File: config.mk
export PLATFORM = sky130hd
export DESIGN_NAME = tcw_ctrl
export DESIGN_NICKNAME = d
export VERILOG_FILES = /design/src/sv/tcw_pkg.sv /design/src/sv/tcw_ctrl.sv
export SDC_FILE = /design/constraint.sdc
export NUM_CORES = 1
export LEC_CHECK = 0
export BUFFER_PORTS_ARGS = -buffer_cell sky130_fd_sc_hd__buf_4
export CORE_AREA = 2 2 39 41
export CTS_CLUSTER_DIAMETER = 100
export DETAILED_ROUTE_END_ITERATION = 10
export DIE_AREA = 0 0 41 43
export PLACE_DENSITY = 0.41
export SLEW_MARGIN = 20
export SYNTH_ARGS = -nofsm -noshare
export SYNTH_HDL_FRONTEND = slang
export SYNTH_SLANG_ARGS = --single-unit
File: constraint.sdc
create_clock -name i_clk -period 0.8 [get_ports i_clk]
set_input_delay 0.04 -clock i_clk [delete_from_list [all_inputs] [get_ports i_clk]]
set_output_delay 0.04 -clock i_clk [all_outputs]
set_load 0.03 [all_outputs]
File: src/sv/tcw_pkg.sv
// Shared constants, payload types and control structs of the text console writer.
package tcw_pkg;

    localparam int COLUMNS = 80;
    localparam int ROWS    = 25;
    localparam int CELLS   = COLUMNS * ROWS;

    localparam int COL_W     = 7;
    localparam int ROW_W     = 5;
    localparam int IDX_W     = 11;
    localparam int CFG_IDX_W = 2;
    localparam int CELL_W    = 16;

    localparam logic [COL_W-1:0] COL_MAX = COL_W'(COLUMNS);
    localparam logic [ROW_W-1:0] ROW_MAX = ROW_W'(ROWS);

    localparam logic [2:0] MODE_PUT   = 3'd0;
    localparam logic [2:0] MODE_SET   = 3'd1;
    localparam logic [2:0] MODE_MOVE  = 3'd2;
    localparam logic [2:0] MODE_READ  = 3'd3;
    localparam logic [2:0] MODE_CLEAR = 3'd4;

    localparam logic [CFG_IDX_W-1:0] CFG_WHITE = 2'd0;
    localparam logic [CFG_IDX_W-1:0] CFG_RED   = 2'd1;
    localparam logic [CFG_IDX_W-1:0] CFG_PINK  = 2'd2;

    localparam logic [7:0] ATTR_WHITE_RST = 8'd15;
    localparam logic [7:0] ATTR_RED_RST   = 8'd12;
    localparam logic [7:0] ATTR_PINK_RST  = 8'd13;

    localparam logic [7:0] CH_NUL   = 8'h00;
    localparam logic [7:0] CH_LF    = 8'h0A;
    localparam logic [7:0] CH_SPACE = 8'h20;
    localparam logic [7:0] CH_CARET = 8'h5E;
    localparam logic [7:0] CH_P     = 8'h70;
    localparam logic [7:0] CH_R     = 8'h72;
    localparam logic [7:0] CH_W     = 8'h77;

    typedef struct packed {
        logic [2:0]        mode;
        logic [7:0]        ch;
        logic signed [7:0] pos_x;
        logic signed [7:0] pos_y;
        logic [IDX_W-1:0]  cell_index;
    } t_in;

    typedef struct packed {
        logic [COL_W-1:0] cursor_col;
        logic [ROW_W-1:0] cursor_row;
        logic [7:0]       cur_attr;
        logic             wrote;
        logic [IDX_W-1:0] wrote_index;
        logic [7:0]       read_char;
        logic [7:0]       read_attr;
    } t_out;

    typedef struct packed {
        logic take;
        logic fin_now;
        logic fin_read;
        logic clr_step;
        logic fin_clear;
    } t_cmd;

    typedef struct packed {
        logic out_free;
        logic need_read;
        logic need_clear;
        logic clr_last;
    } t_stat;

endpackage

File: src/sv/tcw_ctrl.sv
// Controller state machine: sequences ops that finish from the idle state, cell reads and screen clears.
module tcw_ctrl (
    input  logic          i_clk,
    input  logic          i_rst_n,
    input  logic          i_in_valid,
    output logic          o_in_stall,
    input  tcw_pkg::t_stat i_stat,
    output tcw_pkg::t_cmd  o_cmd
);

    typedef enum logic [1:0] {
        ST_IDLE,
        ST_READ,
        ST_CLEAR,
        ST_FIN
    } t_state;

    t_state r_state;
    t_state n_state;

    always_comb begin
        n_state    = r_state;
        o_cmd      = '0;
        o_in_stall = 1'b1;
        case (r_state)
            ST_IDLE: begin
                o_in_stall = !i_stat.out_free;
                if (i_in_valid && i_stat.out_free) begin
                    o_cmd.take = 1'b1;
                    if (i_stat.need_read) begin
                        n_state = ST_READ;
                    end else if (i_stat.need_clear) begin
                        n_state = ST_CLEAR;
                    end else begin
                        o_cmd.fin_now = 1'b1;
                    end
                end
            end
            ST_READ: begin
                o_cmd.fin_read = 1'b1;
                n_state        = ST_IDLE;
            end
            ST_CLEAR: begin
                o_cmd.clr_step = 1'b1;
                if (i_stat.clr_last) begin
                    n_state = ST_FIN;
                end
            end
            ST_FIN: begin
                o_cmd.fin_clear = 1'b1;
                n_state         = ST_IDLE;
            end
            default: begin
                n_state = ST_IDLE;
            end
        endcase
    end

    always_ff @(posedge i_clk) begin
        if (!i_rst_n) begin
            r_state <= ST_IDLE;
        end else begin
            r_state <= n_state;
        end
    end

endmodule

==> results of run 1 <==
==> where the power goes <==
group / switching, mW / internal, mW / leakage (nW) / total, mW
Sequential: 0.00547 / 0.103 / 0.0175 / 0.108
Clock: 0.0640 / 0.166 / 0.0138 / 0.230
Combinational: 0.0699 / 0.0799 / 0.137 / 0.150
==> per-stage QoR <==
stage               worst slack (ps)  util (%)  total power, mW
floorplan                      -98.3         -            0.164
global placement               -84.1      19.9            0.221
detailed placement             -95.3      19.9            0.223
CTS                             -302      26.1            0.493
global route                    -349      27.0            0.519
finish                          -292      27.0            0.488
==> cell families (layout without fill, tap and decap cells) <==
group | after synthesis | in the layout
AOI/OAI and AO/OA | 2 | 2
buffers and inverters | 1 | 21
DFF | 2 | 2
and+or+nand+nor | 12 | 12
==> worst min path at each step <==
stage	cells past startpoint	to	slack (ps)	startpoint
after floorplan	1	o_cmd[3]	130	i_stat[1]
after global placement	3	r_state[0]	300	i_stat[0]
after detailed placement	3	r_state[0]	310	i_stat[0]
after CTS	3	r_state[1]	50	i_rst_n
after global routing	3	r_state[1]	70	i_rst_n
final	3	r_state[1]	60	i_rst_n
==> layout make-up <==
class	instances	area, µm²
Clock buffer	3	22.5
Inverter	1	3.75
Multi-Input combinational cell	14	129
Fill cell	145	1010
Tap cell	16	20.0
Timing Repair Buffer	17	154
Sequential cell	2	45.0
==> critical path: cells and delay by family (launching register included) <==
kind	cells	cell delay, ps
buf+inv	1	170
simple gates	2	300
flops	1	350
==> Yosys cell counts <==
master                     n  share of area [%]
sky130_fd_sc_hd__nand2_1   3                8.5
sky130_fd_sc_hd__a21oi_1   2                7.5
sky130_fd_sc_hd__dfxtp_1   2                 30
sky130_fd_sc_hd__nand4b_1  2                 13
sky130_fd_sc_hd__and2_1    1                4.7
sky130_fd_sc_hd__and2b_1   1                5.7
sky130_fd_sc_hd__inv_1     1                2.8
sky130_fd_sc_hd__nand2b_1  1                4.7
sky130_fd_sc_hd__nor2_1    1                2.8
sky130_fd_sc_hd__nor2_2    1                4.7
sky130_fd_sc_hd__nor3_1    1                3.8
sky130_fd_sc_hd__nor4b_2   1                 11
==> repair_timing <==
action                                  4_1_cts  5_1_grt
buffers inserted                              3        1
hold buffers                                  0        0
pin swaps                                     3        1
cloned                                        0        0
endpoints found under the setup margin        7        8
resized for setup                            11        4
==> per-layer routing <==
| metal | global-route usage (%) | vias up |
|---|---|---|
| li1 | - | 99 |
| met1 | 8.95 | 87 |
| met3 | 4.71 | 0 |
| met5 | 0 | - |
| met2 | 8.44 | 15 |
| met4 | 6.00 | 0 |
==> qor.csv, run 1 <==
metric,value,unit
status,finished with violations,
violations in the final reports,negative setup slack,
number of antenna violations at the first check in global routing,0,
ordered list of cells on the worst path,nor2_4 > nor4b_4 > buf_6,
"Max stage delay cell, worst path",sky130_fd_sc_hd__dfxtp_4,
Hold Worst Slack,61.8,ps
global-route wire length before repair,800,µm
Placed Instances,47,
cell area after placement,275,µm²
dominant combinational cell family by area after synthesis,simple AND/OR/NAND/NOR gates,
number of instances in the synthesized netlist,17,
highest metal layer used by the detailed router,met3,
Total Negative Setup Slacks,-1600,ps
startpoint type of the worst setup path,register,
largest registers ranked by flip-flop count,r_state (2),
Worst Setup Path Type,reg2out,
clock tree from TritonCTS,yes,
via count of the first global-routing pass,208,
routed wire length on met3,60,µm
Synth Register Bits,2,
max reg flops,2,
top register by number of flip-flops,r_state,
number of port buffers,12,
worst-path maximum fanout,6,
layout overhead on the synthesized area,182,%
count of yosys warnings during synthesis,0,
post-synthesis area per instance,7.80,µm²
post-synthesis mux area share,0,%
wire per inst,10.5,µm
setup violation total in the final timing report,7,
Least-Margin Pin Slew,217,ps
core area,1380,µm²
antenna fix cells,0,
Min-Delay Path Class,in2reg,
area share of xor/xnor cells in the synthesized design,0,%
Reg2Reg Launch Point,r_state[1],
Die H,43,µm
non-filler instance count after layout,53,
Finished Cell Area,374,µm²
largest vdd supply drop,0.594,mV
largest net degree at the start of global routing,7,
layout cell share with drive strength beyond 1,78.4,%
unrepaired setup endpoints after global routing,yes,
delay of the slowest cell on the worst path,350,ps
number of slew-limit violations in the final report,0,
Die Area,1760,µm²
CP Data Required Time,760,ps
Initial Utilization,9.58,%
CTS Root Cell,sky130_fd_sc_hd__clkbuf_4,
count of TritonRoute iterations in the first routing pass,2,
HPWL reported at the end of detailed placement,365,µm
Placer Congestion,0.596,
"synthesized-area fraction occupied by ao, oa, aoi and oai cells",7.55,%
antenna-violating nets left,0,
clock tree buffer depth,2,
net total in the final layout,46,
clock latency reported for the late side of the worst-skew pair,230,ps
via count normalized by instance count,3.79,
fraction of the yosys area taken by sequential cells,30.2,%
Post-Synthesis Net Count,24,
"basic-gate share of the synthesized area counting and, or, nand and nor cells",59.4,%
global router's overall resource usage,7.31,%
skew final,3.39,ps
number of placement rows,14,
fin crit share,137,%
tightest slew margin relative to the limit,85.5,%
detailed router's first-iteration violation count,1,
synthesized-area fraction occupied by adder cells,0,%
R2R depth,4,
reg2reg end,r_state[0],
Worst Setup End Kind,primary output,
top-level I/O count,13,
most common library cell in the layout ignoring fill and taps,sky130_fd_sc_hd__buf_4,
Routed met1 length,251,µm
register clock-pin slew on the reported worst setup and hold paths,30,ps
PD cells,1300,nW/µm²
leakage power summed over all cells,0.168,nW
Detailed Route WL,555,µm
slack of the worst reg-to-reg path,-160,ps
deepest level of the CTS H-tree,1,
data arrival time of the critical path,1050,ps
Clock Sink Count,2,
Maximum Capacitance Violations,0,
minimum clock period after layout,1090,ps
total congestion overflow after global routing,0,
start point of the critical path,r_state[1],
"top library cells by usage in the layout, fill and taps aside","sky130_fd_sc_hd__buf_4, sky130_fd_sc_hd__buf_6, sky130_fd_sc_hd__clkbuf_4",
DRC violation count after routing,0,
fmax,916,MHz
met2 layer wire length in the routed design,242,µm
clock buffer count from CTS,3,
Synth Cell Area,133,µm²
via count,201,
count of cell types in the netlist,12,
die width,41,µm
capture point of the worst path,o_cmd[3],
hold violation total from the final report,0,
Setup WS post-layout,-292,ps
No activity file was read; power rests on OpenSTA's default activity.
==> run 2: changes to the inputs <==
--- a/config.mk
+++ b/config.mk
@@ -6,6 +6,7 @@
 export NUM_CORES = 1
 export LEC_CHECK = 0
 export BUFFER_PORTS_ARGS = -buffer_cell sky130_fd_sc_hd__buf_4
+export CAP_MARGIN = 0
 export CORE_AREA = 2 2 39 41
 export CTS_CLUSTER_DIAMETER = 100
 export DETAILED_ROUTE_END_ITERATION = 10
==> constraint.sdc (replaced) <==
create_clock -name i_clk -period 1.3 [get_ports i_clk]
set_input_delay 0.065 -clock i_clk [delete_from_list [all_inputs] [get_ports i_clk]]
set_output_delay 0.065 -clock i_clk [all_outputs]
set_load 0.03 [all_outputs]
==> run 2 against run 1 <==
  * The run now ends clean
  * Via count shrank 15%
  * Combinational power decreased by 61%
  * Routed wire length fell by 30%
  * Clock power decreased by 41%
  * Hold slack better by 48 ps
  * Largest cell class unchanged
==> qor.csv, run 2 (synthesis results as in run 1) <==
metric,value,unit,change
Total Negative Setup Slacks,0,ps,+1600 ps
top-level I/O count,13,,unchanged
share of power burned in registers,25.8,%,+3.6 points
Int Pwr,0.195,mW,-44%
switching fraction of total power,26.1,%,-2.4 points
data arrival time of the critical path,1100,ps,+50 ps
clock tree buffer depth,2,,unchanged
Logic pwr share,22.4,%,-8.3 points
Post-CTS Resized,0,,-11
Maximum Capacitance Violations,0,,unchanged
unrepaired setup endpoints after global routing,no,,
clock latency reported for the late side of the worst-skew pair,220,ps,about the same
number of hold buffers added after cts,0,,unchanged
"top library cells by usage in the layout, fill and taps aside","sky130_fd_sc_hd__buf_4, sky130_fd_sc_hd__nand2_1, sky130_fd_sc_hd__clkbuf_4",,
startpoint type of the worst setup path,register,,
max reg flops,2,,unchanged
total design power,0.263,mW,-46%
Initial Utilization,9.58,%,unchanged
HPWL reported at the end of detailed placement,326,µm,-11%
clock tree from TritonCTS,yes,,
PD cells,993,nW/µm²,-24%
minimum clock period after layout,1160,ps,
layout cell share with drive strength beyond 1,53.1,%,-25 points
clock share of power,51.8,%,+4.7 points
number of antenna violations at the first check in global routing,0,,unchanged
DRC violation count after routing,0,,unchanged
Placer Congestion,0.570,,-4.3%
deepest level of the CTS H-tree,1,,unchanged
skew final,1.73,ps,-1.66 ps
antenna-violating nets left,0,,unchanged
register clock-pin slew on the reported worst setup and hold paths,30,ps,about the same
worst-path maximum fanout,7,,+1
antenna fix cells,0,,unchanged
hold violation total from the final report,0,,unchanged
largest vdd supply drop,0.462,mV,-22%
fmax,861,MHz,
number of fillers in the final layout,164,,+13%
clock buffer count from CTS,3,,unchanged
wire per inst,8.10,µm,-23%
Least-Margin Pin Slew,210,ps,-6.16 ps
number of placement rows,14,,unchanged
global router's overall resource usage,6.81,%,-0.51 points
via count,170,,-15%
top register by number of flip-flops,r_state,,
CTS Root Cell,sky130_fd_sc_hd__clkbuf_4,,
number of slew-limit violations in the final report,0,,unchanged
Die H,43,µm,unchanged
Worst Setup End Kind,primary output,,
Post-CTS Setup Bufs,0,,-3
detailed router's first-iteration violation count,4,,+3
die width,41,µm,unchanged
via count normalized by instance count,3.54,,-6.6%
Net Switching,0.0688,mW,-51%
fin crit share,89.3,%,
Setup WS post-layout,139,ps,+431 ps
number of port buffers,12,,unchanged
Detailed Route WL,389,µm,-30%
Die Area,1760,µm²,unchanged
layout overhead on the synthesized area,100,%,
tightest slew margin relative to the limit,86.0,%,+0.45 points
fraction of the core area covered by cells at the end of the flow,19.2,%,-7.9 points
largest registers ranked by flip-flop count,r_state (2),,
count of TritonRoute iterations in the first routing pass,2,,unchanged
total congestion overflow after global routing,0,,unchanged
leakage power summed over all cells,0.124,nW,-26%
global-route wire length before repair,703,µm,-12%
largest net degree at the start of global routing,8,,+1
Clock Sink Count,2,,unchanged
via count of the first global-routing pass,186,,-11%
net total in the final layout,41,,-11%
DP Worst Slack,362,ps,+457 ps
status,"complete, no violations",,
Worst Setup Path Type,reg2out,,
core area,1380,µm²,unchanged
most common library cell in the layout ignoring fill and taps,sky130_fd_sc_hd__buf_4,,
setup violation total in the final timing report,0,,-7
CP Data Required Time,1240,ps,+480 ps
Min-Delay Path Class,in2reg,,
## run 2: critical path, cell delays in order, from the launching register on
cell	delay, ps
sky130_fd_sc_hd__dfxtp_1	350
sky130_fd_sc_hd__nor2_2	130
sky130_fd_sc_hd__nor4b_2	190
sky130_fd_sc_hd__buf_4	200
## run 2: final timing paths
check,startpoint,end,slack [ps],depth (start not counted)
setup / recovery,r_state[1],o_cmd[3],140,3
hold / removal,i_stat[0],r_state[0],110,3
setup reg to reg,r_state[1],r_state[0],540,2
hold reg to reg,r_state[1],r_state[0],540,2
## run 2: metal layers
metal / vias up / share of wire, % / track usage, %
li1: 91 / - / -
met1: 72 / 48 / 6.37
met2: 7 / 41 / 7.50
met3: 0 / 11 / 7.85
met4: 0 / 0 / 6.00
met5: - / 0 / 0
## run 2: power groups by stage
stage | Combinational [mW] | Clock, mW | Sequential, mW
after floorplan | 0.0292 | 0 | 0.0676
after global placement | 0.0599 | 0 | 0.0686
after detailed placement | 0.0598 | 0 | 0.0686
after CTS | 0.0598 | 0.147 | 0.0678
after global routing | 0.0643 | 0.163 | 0.0685
final | 0.0591 | 0.136 | 0.0678
## run 2: metrics by stage
step / cells / hold slack, ps / instance area, µm²
2_1_floorplan: 17 / 201 / 133
3_3_place_gp: 45 / 340 / 243
3_5_place_dp: 45 / 346 / 243
4_1_cts: 48 / 105 / 265
5_1_grt: 48 / 117 / 265
6_report: 48 / 110 / 265
## run 2: layout make-up
| type | instances | area, µm² | area share, % |
|---|---|---|---|
| Inverter | 1 | 3.75 | 1.42 |
| Tap cell | 16 | 20.0 | 7.55 |
| Sequential cell | 2 | 40.0 | 15.1 |
| Timing Repair Buffer | 12 | 90.1 | 34.0 |
| Multi-Input combinational cell | 14 | 88.8 | 33.5 |
| Clock buffer | 3 | 22.5 | 8.49 |
==> run 3: changes to the inputs <==
--- a/config.mk
+++ b/config.mk
@@ -5,13 +5,14 @@
 export SDC_FILE = /design/constraint.sdc
 export NUM_CORES = 1
 export LEC_CHECK = 0
+export ABC_AREA = 1
 export BUFFER_PORTS_ARGS = -buffer_cell sky130_fd_sc_hd__buf_4
 export CAP_MARGIN = 0
 export CORE_AREA = 2 2 39 41
 export CTS_CLUSTER_DIAMETER = 100
 export DETAILED_ROUTE_END_ITERATION = 10
 export DIE_AREA = 0 0 41 43
-export PLACE_DENSITY = 0.41
+export PLACE_DENSITY = 0.42
 export SLEW_MARGIN = 20
 export SYNTH_ARGS = -nofsm -noshare
 export SYNTH_HDL_FRONTEND = slang
==> run 3 against run 2 <==
  * Synthesized area grew 17%
  * Clock power hardly changed
  * Worst setup slack lost 49 ps
  * Sequential share of layout area down 1.2 points
  * Largest power group unchanged
==> qor.csv, run 3 <==
metric,value,unit,change
leakage power summed over all cells,0.167,nW,+34%
Synth Register Bits,2,,unchanged
Post-Synthesis Net Count,35,,+46%
Total Negative Setup Slacks,0,ps,unchanged
wire per inst,6.92,µm,-15%
largest vdd supply drop,0.233,mV,-50%
Min-Delay Path Class,in2reg,,
largest net degree at the start of global routing,7,,-1
number of slew-limit violations in the final report,0,,unchanged
count of cell types in the netlist,9,,-3
register clock-pin slew on the reported worst setup and hold paths,30,ps,about the same
"Max stage delay cell, worst path",sky130_fd_sc_hd__dfxtp_1,,
fin crit share,93.1,%,+3.8 points
count of TritonRoute iterations in the first routing pass,1,,-1
Synth Cell Area,155,µm²,+17%
"top library cells by usage in the layout, fill and taps aside","sky130_fd_sc_hd__buf_4, sky130_fd_sc_hd__nand2_1, sky130_fd_sc_hd__nor2_1",,
antenna-violating nets left,0,,unchanged
ranking of synthesized cells by instance count,"sky130_fd_sc_hd__nand2_1, sky130_fd_sc_hd__nor2_1, sky130_fd_sc_hd__inv_1",,
PD cells,980,nW/µm²,-1.3%
Clock Sink Count,2,,unchanged
tightest slew margin relative to the limit,85.7,%,-0.27 points
core area,1380,µm²,unchanged
detailed router's first-iteration violation count,0,,-4
Setup WS post-layout,89.5,ps,-49.1 ps
clock buffer count from CTS,3,,unchanged
clock tree buffer depth,2,,unchanged
unrepaired setup endpoints after global routing,no,,
number of antenna violations at the first check in global routing,0,,unchanged
proportion of synthesized flip-flops having asynchronous set or reset,0,%,unchanged
prevailing post-synth register cell,sky130_fd_sc_hd__dfxtp_1,,
Post-CTS Setup Bufs,0,,unchanged
via count normalized by instance count,3.37,,-4.8%
top cell type's share of synthesized area,25.8,%,-4.4 points
total congestion overflow after global routing,0,,unchanged
Detailed Route WL,408,µm,+4.9%
minimum clock period after layout,1210,ps,+49.1 ps
sequential standard cell area,40.0,µm²,unchanged
CP Data Required Time,1240,ps,about the same
net total in the final layout,52,,+27%
critical path's top delay family,flip-flops,,
via count,199,,+17%
post-synthesis area per instance,5.54,µm²,-29%
deepest level of the CTS H-tree,1,,unchanged
layout overhead on the synthesized area,85.5,%,
skew final,1.20,ps,-0.532 ps
via count of the first global-routing pass,177,,-4.8%
global-route wire length before repair,586,µm,-17%
Multi-input gate area,92.6,µm²,+4.2%
delay of the slowest cell on the worst path,340,ps,about the same
DRC violation count after routing,0,,unchanged
most common library cell in the layout ignoring fill and taps,sky130_fd_sc_hd__buf_4,,
Initial Utilization,11.2,%,+1.6 points
Bufs and invs on worst path,2,,+1
largest cells by area after synthesis,"sky130_fd_sc_hd__dfxtp_1, sky130_fd_sc_hd__nand2_1, sky130_fd_sc_hd__nor2_1",,
DP Worst Slack,304,ps,-58.0 ps
layout cell share with drive strength beyond 1,44.2,%,-8.9 points
number of placement rows,14,,unchanged
Worst Setup End Kind,primary output,,
top-level I/O count,13,,unchanged
clock tree from TritonCTS,yes,,
status,"complete, no violations",,
Maximum Capacitance Violations,0,,unchanged
largest registers ranked by flip-flop count,r_state (2),,
Die Area,1760,µm²,unchanged
clock latency reported for the late side of the worst-skew pair,220,ps,about the same
Post-CTS Resized,0,,unchanged
antenna fix cells,0,,unchanged
top register by number of flip-flops,r_state,,
setup violation total in the final timing report,0,,unchanged
data arrival time of the critical path,1150,ps,+50 ps
hold violation total from the final report,0,,unchanged
Die H,43,µm,unchanged
number of fillers in the final layout,166,,+1.2%
library cell with the largest summed area after synthesis,sky130_fd_sc_hd__dfxtp_1,,
number of flops mapped to enable cells by yosys,0,,unchanged
number of hold buffers added after cts,0,,unchanged
CTS Root Cell,sky130_fd_sc_hd__clkbuf_4,,
number of instances in the synthesized netlist,28,,+11
worst-path maximum fanout,5,,-2
count of yosys warnings during synthesis,0,,unchanged
startpoint type of the worst setup path,register,,
Worst Setup Path Type,reg2out,,
Least-Margin Pin Slew,214,ps,+4.02 ps
fraction of the yosys area taken by sequential cells,25.8,%,-4.4 points
total design power,0.282,mW,+7.1%
die width,41,µm,unchanged
fmax,826,MHz,-4.1%
number of port buffers,12,,unchanged
Placer Congestion,0.636,,+12%
HPWL reported at the end of detailed placement,357,µm,+9.5%
ordered list of cells on the worst path,nor2_2 > inv_1 > nor3b_2 > buf_4,,
max reg flops,2,,unchanged
global router's overall resource usage,5.62,%,-1.2 points
-- run 3: cell count changes after synthesis --
cell / before / now
sky130_fd_sc_hd__nand2_1: 3 / 7
sky130_fd_sc_hd__and2_1: 1 / 0
sky130_fd_sc_hd__nand3_1: 0 / 2
sky130_fd_sc_hd__nor2_2: 1 / 2
sky130_fd_sc_hd__nor2_1: 1 / 7
sky130_fd_sc_hd__nor4b_2: 1 / 0
sky130_fd_sc_hd__nand4b_1: 2 / 0
sky130_fd_sc_hd__inv_1: 1 / 5
sky130_fd_sc_hd__nor3b_2: 0 / 1
sky130_fd_sc_hd__a21oi_1: 2 / 1
sky130_fd_sc_hd__inv_2: 0 / 1
sky130_fd_sc_hd__and2b_1: 1 / 0
sky130_fd_sc_hd__nor3_1: 1 / 0
sky130_fd_sc_hd__nand2b_1: 1 / 0
-- run 3: per-stage QoR --
stage	utilization [%]	cell area [µm²]	std cells	hold WS (ps)
2_1_floorplan	-	155	28	177
4_1_cts	20.8	288	59	73.9
6_report	20.8	288	59	78.1
5_1_grt	20.8	288	59	107
3_3_place_gp	19.2	265	56	308
3_5_place_dp	19.2	265	56	308
-- run 3: layout make-up --
| type | instances | area share (%) |
|---|---|---|
| clock buffer | 3 | 7.83 |
| inverter | 6 | 7.83 |
| multi-input combinational | 20 | 32.2 |
| sequential | 2 | 13.9 |
| tap | 16 | 6.96 |
| timing repair buffer | 12 | 31.3 |
-- run 3: final timing paths --
check	cells past startpoint	slack, ps	end	from
max	4	90	o_cmd[3]	r_state[1]
min reg2reg	4	620	r_state[1]	r_state[1]
min	3	80	r_state[1]	i_rst_n
max reg2reg	4	460	r_state[1]	r_state[1]
-- run 3: worst reg2reg max path: cells and delay by family, from the launching register on --
kind / cells / cell delay [ps]
AND/OR/NAND/NOR: 4 / 390
flip-flops: 1 / 340
-- run 3: per-layer routing --
metal | GRT usage (%) | routed length, µm
met1 | 4.81 | 150
met2 | 7.19 | 192
met3 | 3.14 | 65
met4 | 8.00 | 0
met5 | 0 | 0
-- run 3: cells by family after synthesis --
group / count (synthesis) / synth area share (%)
flops: 2 / 25.8
simple gates: 19 / 56.5
buf+inv: 6 / 14.5
compound gates: 1 / 3.22
-- run 3: power breakdown --
group          leakage [nW]  switching [mW]  internal, mW
Sequential           0.0163         0.00477        0.0650
Combinational         0.136          0.0443        0.0343
Clock                0.0138          0.0320         0.102
